===== config.mk =====
export PLATFORM = sky130hd
export DESIGN_NAME = ogbe_ctrl
export DESIGN_NICKNAME = d
export VERILOG_FILES = /design/src/rtl/ogbe_pkg.sv /design/src/rtl/ogbe_ctrl.sv
export SDC_FILE = /design/constraint.sdc
export NUM_CORES = 1
export LEC_CHECK = 0
export BUFFER_PORTS_ARGS = -buffer_cell sky130_fd_sc_hd__buf_2
export CAP_MARGIN = 15
export CORE_ASPECT_RATIO = 0.8
export CORE_MARGIN = 2
export CORE_UTILIZATION = 30
export CTS_CLUSTER_SIZE = 12
export DETAILED_ROUTE_END_ITERATION = 8
export PLACE_DENSITY = 0.51
export REMOVE_ABC_BUFFERS = 1
export SYNTH_ARGS = -nofsm -noshare
export SYNTH_HDL_FRONTEND = slang
export SYNTH_SLANG_ARGS = --single-unit

===== constraint.sdc =====
create_clock -name clk_i -period 2.7 [get_ports clk_i]
set_clock_uncertainty 0.05 [all_clocks]
set_input_delay 0.54 -clock clk_i [delete_from_list [all_inputs] [get_ports clk_i]]
set_output_delay 0.54 -clock clk_i [all_outputs]
set_load 0.03 [all_outputs]

===== src/rtl/ogbe_pkg.sv =====
// Shared types, codes and helpers for the OneMax breeding engine.
package ogbe_pkg;

  localparam int unsigned GENES_DEF = 64;
  localparam int unsigned POP_DEF   = 64;

  localparam int unsigned WORD_W  = 64;
  localparam int unsigned IDX_W   = 6;
  localparam int unsigned SCORE_W = 7;
  localparam int unsigned THR_W   = 17;
  localparam int unsigned CFG_W   = 17;

  localparam logic [1:0] CMD_LOAD  = 2'd0;
  localparam logic [1:0] CMD_BREED = 2'd1;
  localparam logic [1:0] CMD_BEST  = 2'd2;

  localparam logic [1:0] CFG_POP_IN_USE = 2'd0;
  localparam logic [1:0] CFG_XOVER_THR  = 2'd1;
  localparam logic [1:0] CFG_MUT_THR    = 2'd2;

  localparam logic [SCORE_W-1:0] POP_IN_USE_RST = 7'd50;
  localparam logic [THR_W-1:0]   XOVER_THR_RST  = 17'd45875;
  localparam logic [THR_W-1:0]   MUT_THR_RST    = 17'd13107;

  localparam logic [2:0] ST_LOADED     = 3'd0;
  localparam logic [2:0] ST_REPLACED   = 3'd1;
  localparam logic [2:0] ST_NOT_BETTER = 3'd2;
  localparam logic [2:0] ST_NO_XOVER   = 3'd3;
  localparam logic [2:0] ST_BAD_PARENT = 3'd4;
  localparam logic [2:0] ST_BEST       = 3'd5;

  typedef enum logic [2:0] {
    RD_NONE,
    RD_IN,
    RD_MOM,
    RD_SCAN,
    RD_BEST
  } rd_src_e;

  typedef enum logic [2:0] {
    OK_LOAD,
    OK_BREED,
    OK_NO_XOVER,
    OK_BAD_PARENT,
    OK_BEST
  } out_kind_e;

  typedef struct packed {
    logic      latch;
    rd_src_e   rd_src;
    logic      mix;
    logic      wr_load;
    logic      wr_child;
    logic      scan_start;
    logic      out_load;
    out_kind_e out_kind;
  } ctl_cmd_t;

  typedef struct packed {
    logic       out_free;
    logic [1:0] cmd;
    logic       xover_ok;
    logic       parents_ok;
    logic       scan_done;
  } dp_stat_t;

  function automatic logic [SCORE_W-1:0] popcount64(input logic [WORD_W-1:0] v);
    logic [WORD_W-1:0] x1;
    logic [WORD_W-1:0] x2;
    logic [WORD_W-1:0] x3;
    logic [WORD_W-1:0] x4;
    logic [WORD_W-1:0] x5;
    logic [WORD_W-1:0] x6;
    x1 = v - ((v >> 1) & 64'h5555_5555_5555_5555);
    x2 = (x1 & 64'h3333_3333_3333_3333) + ((x1 >> 2) & 64'h3333_3333_3333_3333);
    x3 = (x2 + (x2 >> 4)) & 64'h0F0F_0F0F_0F0F_0F0F;
    x4 = x3 + (x3 >> 8);
    x5 = x4 + (x4 >> 16);
    x6 = x5 + (x5 >> 32);
    return x6[SCORE_W-1:0];
  endfunction

endpackage


===== src/rtl/ogbe_ctrl.sv =====
// Sequencing controller of the OneMax breeding engine.
module ogbe_ctrl (
  input  logic               clk_i,
  input  logic               rst_ni,
  input  logic               in_valid_i,
  output logic               in_stall_o,
  input  ogbe_pkg::dp_stat_t st_i,
  output ogbe_pkg::ctl_cmd_t ctl_o
);

  typedef enum logic [3:0] {
    IDLE,
    LOAD,
    BR_MOM,
    BR_MIX,
    BR_EVAL,
    REJECT,
    SCAN,
    SC_FETCH,
    SC_OUT
  } state_e;

  state_e              state_q, state_d;
  ogbe_pkg::out_kind_e reject_q, reject_d;

  assign in_stall_o = (state_q != IDLE);

  always_comb begin
    state_d          = state_q;
    reject_d         = reject_q;
    ctl_o            = '0;
    ctl_o.rd_src     = ogbe_pkg::RD_NONE;
    ctl_o.out_kind   = ogbe_pkg::OK_LOAD;
    unique case (state_q)
      IDLE: begin
        if (in_valid_i) begin
          ctl_o.latch  = 1'b1;
          ctl_o.rd_src = ogbe_pkg::RD_IN;
          unique case (st_i.cmd)
            ogbe_pkg::CMD_LOAD: state_d = LOAD;
            ogbe_pkg::CMD_BREED: begin
              if (!st_i.xover_ok) begin
                reject_d = ogbe_pkg::OK_NO_XOVER;
                state_d  = REJECT;
              end else if (!st_i.parents_ok) begin
                reject_d = ogbe_pkg::OK_BAD_PARENT;
                state_d  = REJECT;
              end else begin
                state_d = BR_MOM;
              end
            end
            ogbe_pkg::CMD_BEST: begin
              ctl_o.scan_start = 1'b1;
              state_d          = SCAN;
            end
            default: state_d = IDLE;
          endcase
        end
      end
      LOAD: begin
        if (st_i.out_free) begin
          ctl_o.wr_load  = 1'b1;
          ctl_o.out_load = 1'b1;
          ctl_o.out_kind = ogbe_pkg::OK_LOAD;
          state_d        = IDLE;
        end
      end
      BR_MOM: begin
        ctl_o.rd_src = ogbe_pkg::RD_MOM;
        state_d      = BR_MIX;
      end
      BR_MIX: begin
        ctl_o.mix = 1'b1;
        state_d   = BR_EVAL;
      end
      BR_EVAL: begin
        if (st_i.out_free) begin
          ctl_o.wr_child = 1'b1;
          ctl_o.out_load = 1'b1;
          ctl_o.out_kind = ogbe_pkg::OK_BREED;
          state_d        = IDLE;
        end
      end
      REJECT: begin
        if (st_i.out_free) begin
          ctl_o.out_load = 1'b1;
          ctl_o.out_kind = reject_q;
          state_d        = IDLE;
        end
      end
      SCAN: begin
        ctl_o.rd_src = ogbe_pkg::RD_SCAN;
        if (st_i.scan_done) begin
          state_d = SC_FETCH;
        end
      end
      SC_FETCH: begin
        ctl_o.rd_src = ogbe_pkg::RD_BEST;
        state_d      = SC_OUT;
      end
      SC_OUT: begin
        if (st_i.out_free) begin
          ctl_o.out_load = 1'b1;
          ctl_o.out_kind = ogbe_pkg::OK_BEST;
          state_d        = IDLE;
        end
      end
      default: state_d = IDLE;
    endcase
  end

  always_ff @(posedge clk_i or negedge rst_ni) begin
    if (!rst_ni) begin
      state_q  <= IDLE;
      reject_q <= ogbe_pkg::OK_NO_XOVER;
    end else begin
      state_q  <= state_d;
      reject_q <= reject_d;
    end
  end

  assert property (@(posedge clk_i) disable iff (!rst_ni)
    (ctl_o.wr_load || ctl_o.wr_child) |-> ctl_o.out_load)
    else $error("population write without a result word");

  assert property (@(posedge clk_i) disable iff (!rst_ni)
    (state_q == BR_MOM) |-> ($past(state_q) == IDLE && $past(st_i.parents_ok)))
    else $error("breeding started with bad parents");

  assert property (@(posedge clk_i) disable iff (!rst_ni)
    (state_q == SC_FETCH) |=> (state_q == SC_OUT))
    else $error("best fetch not followed by best report");

endmodule


==> flow_summary.json, run 1 <==
{
  "outcome": "completed",
  "die_h_um": 40.3,
  "rsz0062_at_grt": "false",
  "grt_pass1_wl_um": 1930,
  "hold_path.class": "input pin to asynchronous set/reset pin",
  "final-instance-count-excl-fill": 105,
  "fin_nets": 93,
  "ys_seq_elements": 5,
  "r2r_slack_ns": 1.14,
  "crit_end": "ctl_o[4]",
  "antenna_found_initial": 0,
  "core_area_um2": 1590,
  "max_stage_delay_ns": 0.54,
  "crit_type": "flop to output port",
  "die_x_um": 49.4,
  "synth_area_leaders": "dfrtp_1 (25%), nor2_1 (7.6%), o32ai_4 (5.6%)",
  "relSlewSlack_pct": 68.3,
  "met2_usage_pct": 20.9,
  "cts.htree.levels": 1,
  "drt_wl_total_um": 1130,
  "portBuffers": 21,
  "yosysMostFrequentCell": "nor2_1",
  "post_cts_buffers": 0,
  "maxClockFrequency_mhz": 451,
  "worstReg2RegEnd": "reject_q[0]$_DFFE_PN0P_",
  "cap_violations": 0,
  "syn_area_um2": 494,
  "cts-resized-gates": 0,
  "critical_path_buf_inv_count": 1,
  "synth_edf_count": 0,
  "antenna_cells": 0,
  "synth_cell_type_count": 30,
  "cts_sinks": 5,
  "hold_violations": 0,
  "grt_start_max_net_pins": 13,
  "powerDensity_nw_per_um2": 1150,
  "path_clk_slew_ns": 0.04,
  "numCtsBuffers": 3,
  "busiest_layer": "met2",
  "cp_top_family": "simple AND/OR/NAND/NOR gates",
  "synthTopCellsByCount": "nor2_1 (10), dfrtp_1 (5), nand2_1 (5)",
  "dp_hpwl_um": 916,
  "num_vias": 479,
  "start_kind": "flop",
  "synth_top_area_cell": "dfrtp_1",
  "dp.cells": 101,
  "final_core_util_pct": 38.8,
  "crit_start": "state_q[1]$_DFFE_PN0P_",
  "finalWeightedCongestion": 0.829,
  "ys_warn_count": 0,
  "end_kind": "output port",
  "r2r_start": "state_q[1]$_DFFE_PN0P_",
  "fillers": 190,
  "fp-row-count": 13,
  "use_met3_pct": 3.36,
  "r2r_cells": 3,
  "required_ns": 2.11,
  "final.period_utilization_pct": 82.2,
  "final_layout_size_suffix_gt1_share_pct": 34.9,
  "avgViaCountPerCell": 4.56,
  "avgSynthCellArea_um2": 7.97,
  "grt_pass1_vias": 474,
  "cp_max_fo": 12,
  "drc": 0,
  "wl_per_cell_um": 10.7,
  "path_cells": "nor4_4 -> and3_1 -> buf_2",
  "p_leak_nw": 0.307,
  "grtUsageTotal_pct": 12.9,
  "clk_latency_ns": 0.24,
  "multi_input_area_um2": 315,
  "total_power_mw": 0.712,
  "cts_tree": "done",
  "synthFlopType": "dfrtp_1",
  "ys_seq_area_share_pct": 25.3,
  "cts_root_buffer": "clkbuf_4",
  "dieArea_um2": 1990,
  "setup_tns_ns": 0,
  "grt-ovfl-total": 0,
  "min_period_ns": 2.22,
  "drtIter0Drc": 10,
  "syn2layout_area_growth_pct": 25.1,
  "synth_top_area_share_pct": 25.3,
  "arrival_ns": 1.63,
  "regArea_um2": 125,
  "finalSetupViolCount": 0,
  "tightest_slew_ns": 0.475,
  "worstSetupPathDepth": 3,
  "finalMaxSlewViolations": 0,
  "ant_nets": 0,
  "dr.pass1.iters": 4,
  "worst_path_max_delay_cell": "dfrtp_1",
  "grt_util_met1_pct": 16.5,
  "async_flop_share_pct": 100,
  "peakVddDrop_v": 0.000451,
  "io_pins": 22,
  "hold_buffers": 0,
  "start_util_pct": 31.0,
  "synth_cells": 62,
  "clock_path_buffers": 2
}
==> flip-flops by register name (all words and copies together), names as in the netlist <==
register,count
state_q,4
reject_q,1
==> per-layer routing <==
| layer | wire [um] | part of all wire, % |
|---|---|---|
| met5 | 0 | 0 |
| met4 | 0 | 0 |
| met3 | 59 | 5.2 |
| met2 | 485 | 43 |
| met1 | 580 | 52 |
==> report_power, final <==
group / leakage [nW] / internal [mW] / total [mW] / switching [mW]
Combinational: 0.227 / 0.175 / 0.453 / 0.277
Clock: 0.0150 / 0.0557 / 0.0837 / 0.0280
Sequential: 0.0649 / 0.103 / 0.175 / 0.0721
Total: 0.307 / 0.334 / 0.712 / 0.377
==> layout by cell type (no fill, tap or decap) <==
master | Yosys | final
o32a_1 | 1 | 1
nand2_1 | 5 | 5
xnor2_1 | 1 | 1
a21o_1 | 1 | 1
and3_1 | 1 | 1
xor2_1 | 1 | 1
dfrtp_1 | 5 | 5
and2_1 | 1 | 1
o22a_2 | 1 | 1
o32ai_1 | 1 | 1
nor4b_1 | 1 | 1
nor3_1 | 3 | 3
inv_1 | 4 | 4
nand3_1 | 3 | 3
nor3b_1 | 1 | 1
o32ai_4 | 1 | 1
inv_2 | 1 | 1
or2_2 | 1 | 1
nand2b_1 | 2 | 2
nor4_4 | 1 | 1
a31oi_1 | 2 | 2
nor2b_1 | 2 | 2
mux2i_1 | 2 | 2
nand4_1 | 1 | 1
clkbuf_1 | 0 | 1
o21a_1 | 1 | 1
nor2_1 | 10 | 10
buf_2 | 1 | 21
clkbuf_4 | 0 | 3
a21oi_1 | 4 | 4
==> worst register-to-register path: cells and delay by family, from the launching register on <==
kind | cells | cell delay (ns)
simple gates | 2 | 0.61
flops | 1 | 0.54
compound gates | 1 | 0.24
==> stage by stage <==
| stage | area (um2) | setup WS [ns] | hold slack (ns) |
|---|---|---|---|
| finish | 618 | 0.481 | 0.0570 |
| global route | 618 | 0.377 | 0.0523 |
| CTS | 618 | 0.473 | 0.0518 |
| detailed placement | 592 | 0.736 | 0.308 |
| global placement | 592 | 0.747 | 0.310 |
| floorplan | 459 | 0.373 | 0.194 |
==> final cells by class <==
class / count / area share (%)
multi-input cells: 48 / 51.0
flip-flops and latches: 5 / 20.2
well taps: 22 / 4.45
inverters: 5 / 3.04
clock buffers: 4 / 4.25
repair buffers: 21 / 17.0
==> worst min-delay path by stage <==
stage | to
after floorplan | reject_q[0]$_DFFE_PN0P_
after global placement | state_q[3]$_DFFE_PN0P_
after detailed placement | state_q[3]$_DFFE_PN0P_
after CTS | state_q[3]$_DFFE_PN0P_
after global routing | state_q[3]$_DFFE_PN0P_
final | state_q[3]$_DFFE_PN0P_
==> cell families after synthesis <==
logic type	count (synthesis)	share of synthesized area (%)
flops	5	25.3
simple gates	32	35.2
compound gates	12	21.0
mux	2	4.05
buf+inv	9	10.9
xor+xnor	2	3.54
Note: power is estimated with default switching activity, not from simulation.
==> run 2: changes to the inputs <==
==> constraint.sdc (replaced) <==
create_clock -name clk_i -period 2.05 [get_ports clk_i]
set_clock_uncertainty 0.05 [all_clocks]
set_input_delay 0.41 -clock clk_i [delete_from_list [all_inputs] [get_ports clk_i]]
set_output_delay 0.41 -clock clk_i [all_outputs]
set_load 0.03 [all_outputs]
==> run 2 against run 1 <==
Critical endpoint is now ctl_o[3]. Core utilization grew 2.2 points. Sequential cell count is the same. First-iteration DRC count is the same. Clock-buffer cell count is the same. Sequential share of layout area shrank 0.89 points. Largest power group unchanged. Die area is the same. Critical path depth grew 1. Global-route usage grew 0.89 points. Final cell count grew 2.9%.
==> flow_summary.json, run 2 (synthesis results as in run 1) <==
{
  "outcome": "completed",
  "die_x_um": 49.4,
  "regMostFlops": "state_q",
  "largest_register_ffs": 4,
  "worst_path_max_delay_cell": "dfrtp_1",
  "hold_violations": 0,
  "cp_top_family": "flip-flops",
  "p_leak_nw": 0.321,
  "numCtsBuffers": 3,
  "fin_ws_ns": 0.0999,
  "num_vias": 506,
  "antenna_found_initial": 0,
  "avgViaCountPerCell": 4.69,
  "grtUsageTotal_pct": 13.8,
  "end_kind": "output port",
  "cts_root_buffer": "clkbuf_4",
  "fp-row-count": 13,
  "maxClockFrequency_mhz": 513,
  "dr.pass1.iters": 4,
  "wl_per_cell_um": 10.4,
  "relSlewSlack_pct": 77.4,
  "grt_pass1_wl_um": 2030,
  "dp_hpwl_um": 946,
  "portBuffers": 21,
  "final_common_cell": "buf_2",
  "finalMaxSlewViolations": 0,
  "path_cells": "nor2_1 -> xor2_1 -> nor3b_1 -> buf_2",
  "grt-ovfl-total": 0,
  "finalSetupViolCount": 0,
  "layout_common_cells": "buf_2 (20), nor2_1 (10), nand2_1 (5)",
  "max_stage_delay_ns": 0.53,
  "final_core_util_pct": 41.0,
  "holdPathStages": 2,
  "die_h_um": 40.3,
  "crit_type": "flop to output port",
  "required_ns": 1.59,
  "drt_wl_total_um": 1120,
  "drtIter0Drc": 10,
  "cts_sinks": 5,
  "critical_path_buf_inv_count": 1,
  "peakVddDrop_v": 0.000653,
  "cts_tree": "done",
  "finalWeightedCongestion": 0.754,
  "dp.cells": 102,
  "powerDensity_nw_per_um2": 1510,
  "min_period_ns": 1.95,
  "arrival_ns": 1.49,
  "worstSetupPathDepth": 4,
  "stdcell_area_um2": 653,
  "cp_max_fo": 9,
  "final_layout_size_suffix_gt1_share_pct": 38.4,
  "whs_ns": 0.358,
  "dieArea_um2": 1990,
  "final-instance-count-excl-fill": 108,
  "place_area_um2": 599,
  "syn2layout_area_growth_pct": 32.2,
  "grt_pass1_vias": 472,
  "clock_path_buffers": 2,
  "cap_violations": 0,
  "cts.htree.levels": 1,
  "top_regs": "state_q x4, reject_q x1",
  "final.period_utilization_pct": 95.1,
  "ant_nets": 0,
  "grt_start_max_net_pins": 11,
  "r2r_cells": 5,
  "tightest_slew_ns": 0.338,
  "drc": 0,
  "hold_path.class": "input pin to flop",
  "total_power_mw": 0.983,
  "start_util_pct": 31.0,
  "pre_cts_slack_ns": 0.249,
  "start_kind": "flop",
  "fin_nets": 96,
  "setup_tns_ns": 0,
  "clk_latency_ns": 0.24,
  "antenna_cells": 0,
  "path_clk_slew_ns": 0.04,
  "core_area_um2": 1590,
  "io_pins": 22
}
run 2: area by class of cell:
cell class                 count  area [um2]
timing repair buffer          24         133
sequential                     5         126
clock buffer                   4        26.3
tap                           22        27.5
inverter                       5        18.8
multi-input combinational     48         322
fill                         188         941
run 2: where the power goes:
| group | leakage (nW) | internal [mW] | switching [mW] |
|---|---|---|---|
| sequential | 0.0635 | 0.138 | 0.0779 |
| combinational | 0.243 | 0.265 | 0.393 |
| clock | 0.0150 | 0.0734 | 0.0368 |
| total | 0.321 | 0.476 | 0.507 |
run 2: routing by layer:
metal  vias up  part of all wire (%)  track usage (%)
met1       228                    50             17.0
met3         2                   4.8             2.61
met4         0                  0.53             8.33
met5         -                     0                0
met2        11                    45             23.3
li1        265                     -                -
run 2: worst reg2reg max path, stage by stage, from the launching register on:
cell and delay (ns):
dfrtp_2 0.48, nor4_4 0.33, buf_4 0.18, nand4_1 0.10, o21a_1 0.12, o32ai_1 0.13
run 2: path summary, 6_finish.rpt:
path / startpoint / to / slack (ns)
setup / recovery: state_q[0]$_DFFE_PN0P_ / ctl_o[3] / 0.1
hold / removal: st_i[0] / state_q[1]$_DFFE_PN0P_ / 0.36
setup reg to reg: state_q[2]$_DFFE_PN0P_ / state_q[1]$_DFFE_PN0P_ / 0.55
hold reg to reg: reject_q[0]$_DFFE_PN0P_ / reject_q[0]$_DFFE_PN0P_ / 0.44
max in group asynchronous: rst_ni / state_q[2]$_DFFE_PN0P_ / 1.36
min in group asynchronous: rst_ni / state_q[1]$_DFFE_PN0P_ / 0.46
run 2: what timing repair did:
action | CTS | global route
pin swaps | 0 | 1
setup buffers | 0 | 1
hold buffers | 1 | 0
resized for setup | 2 | 1
hold endpoints to repair | 5 | 0
endpoints found under the setup margin | 1 | 3
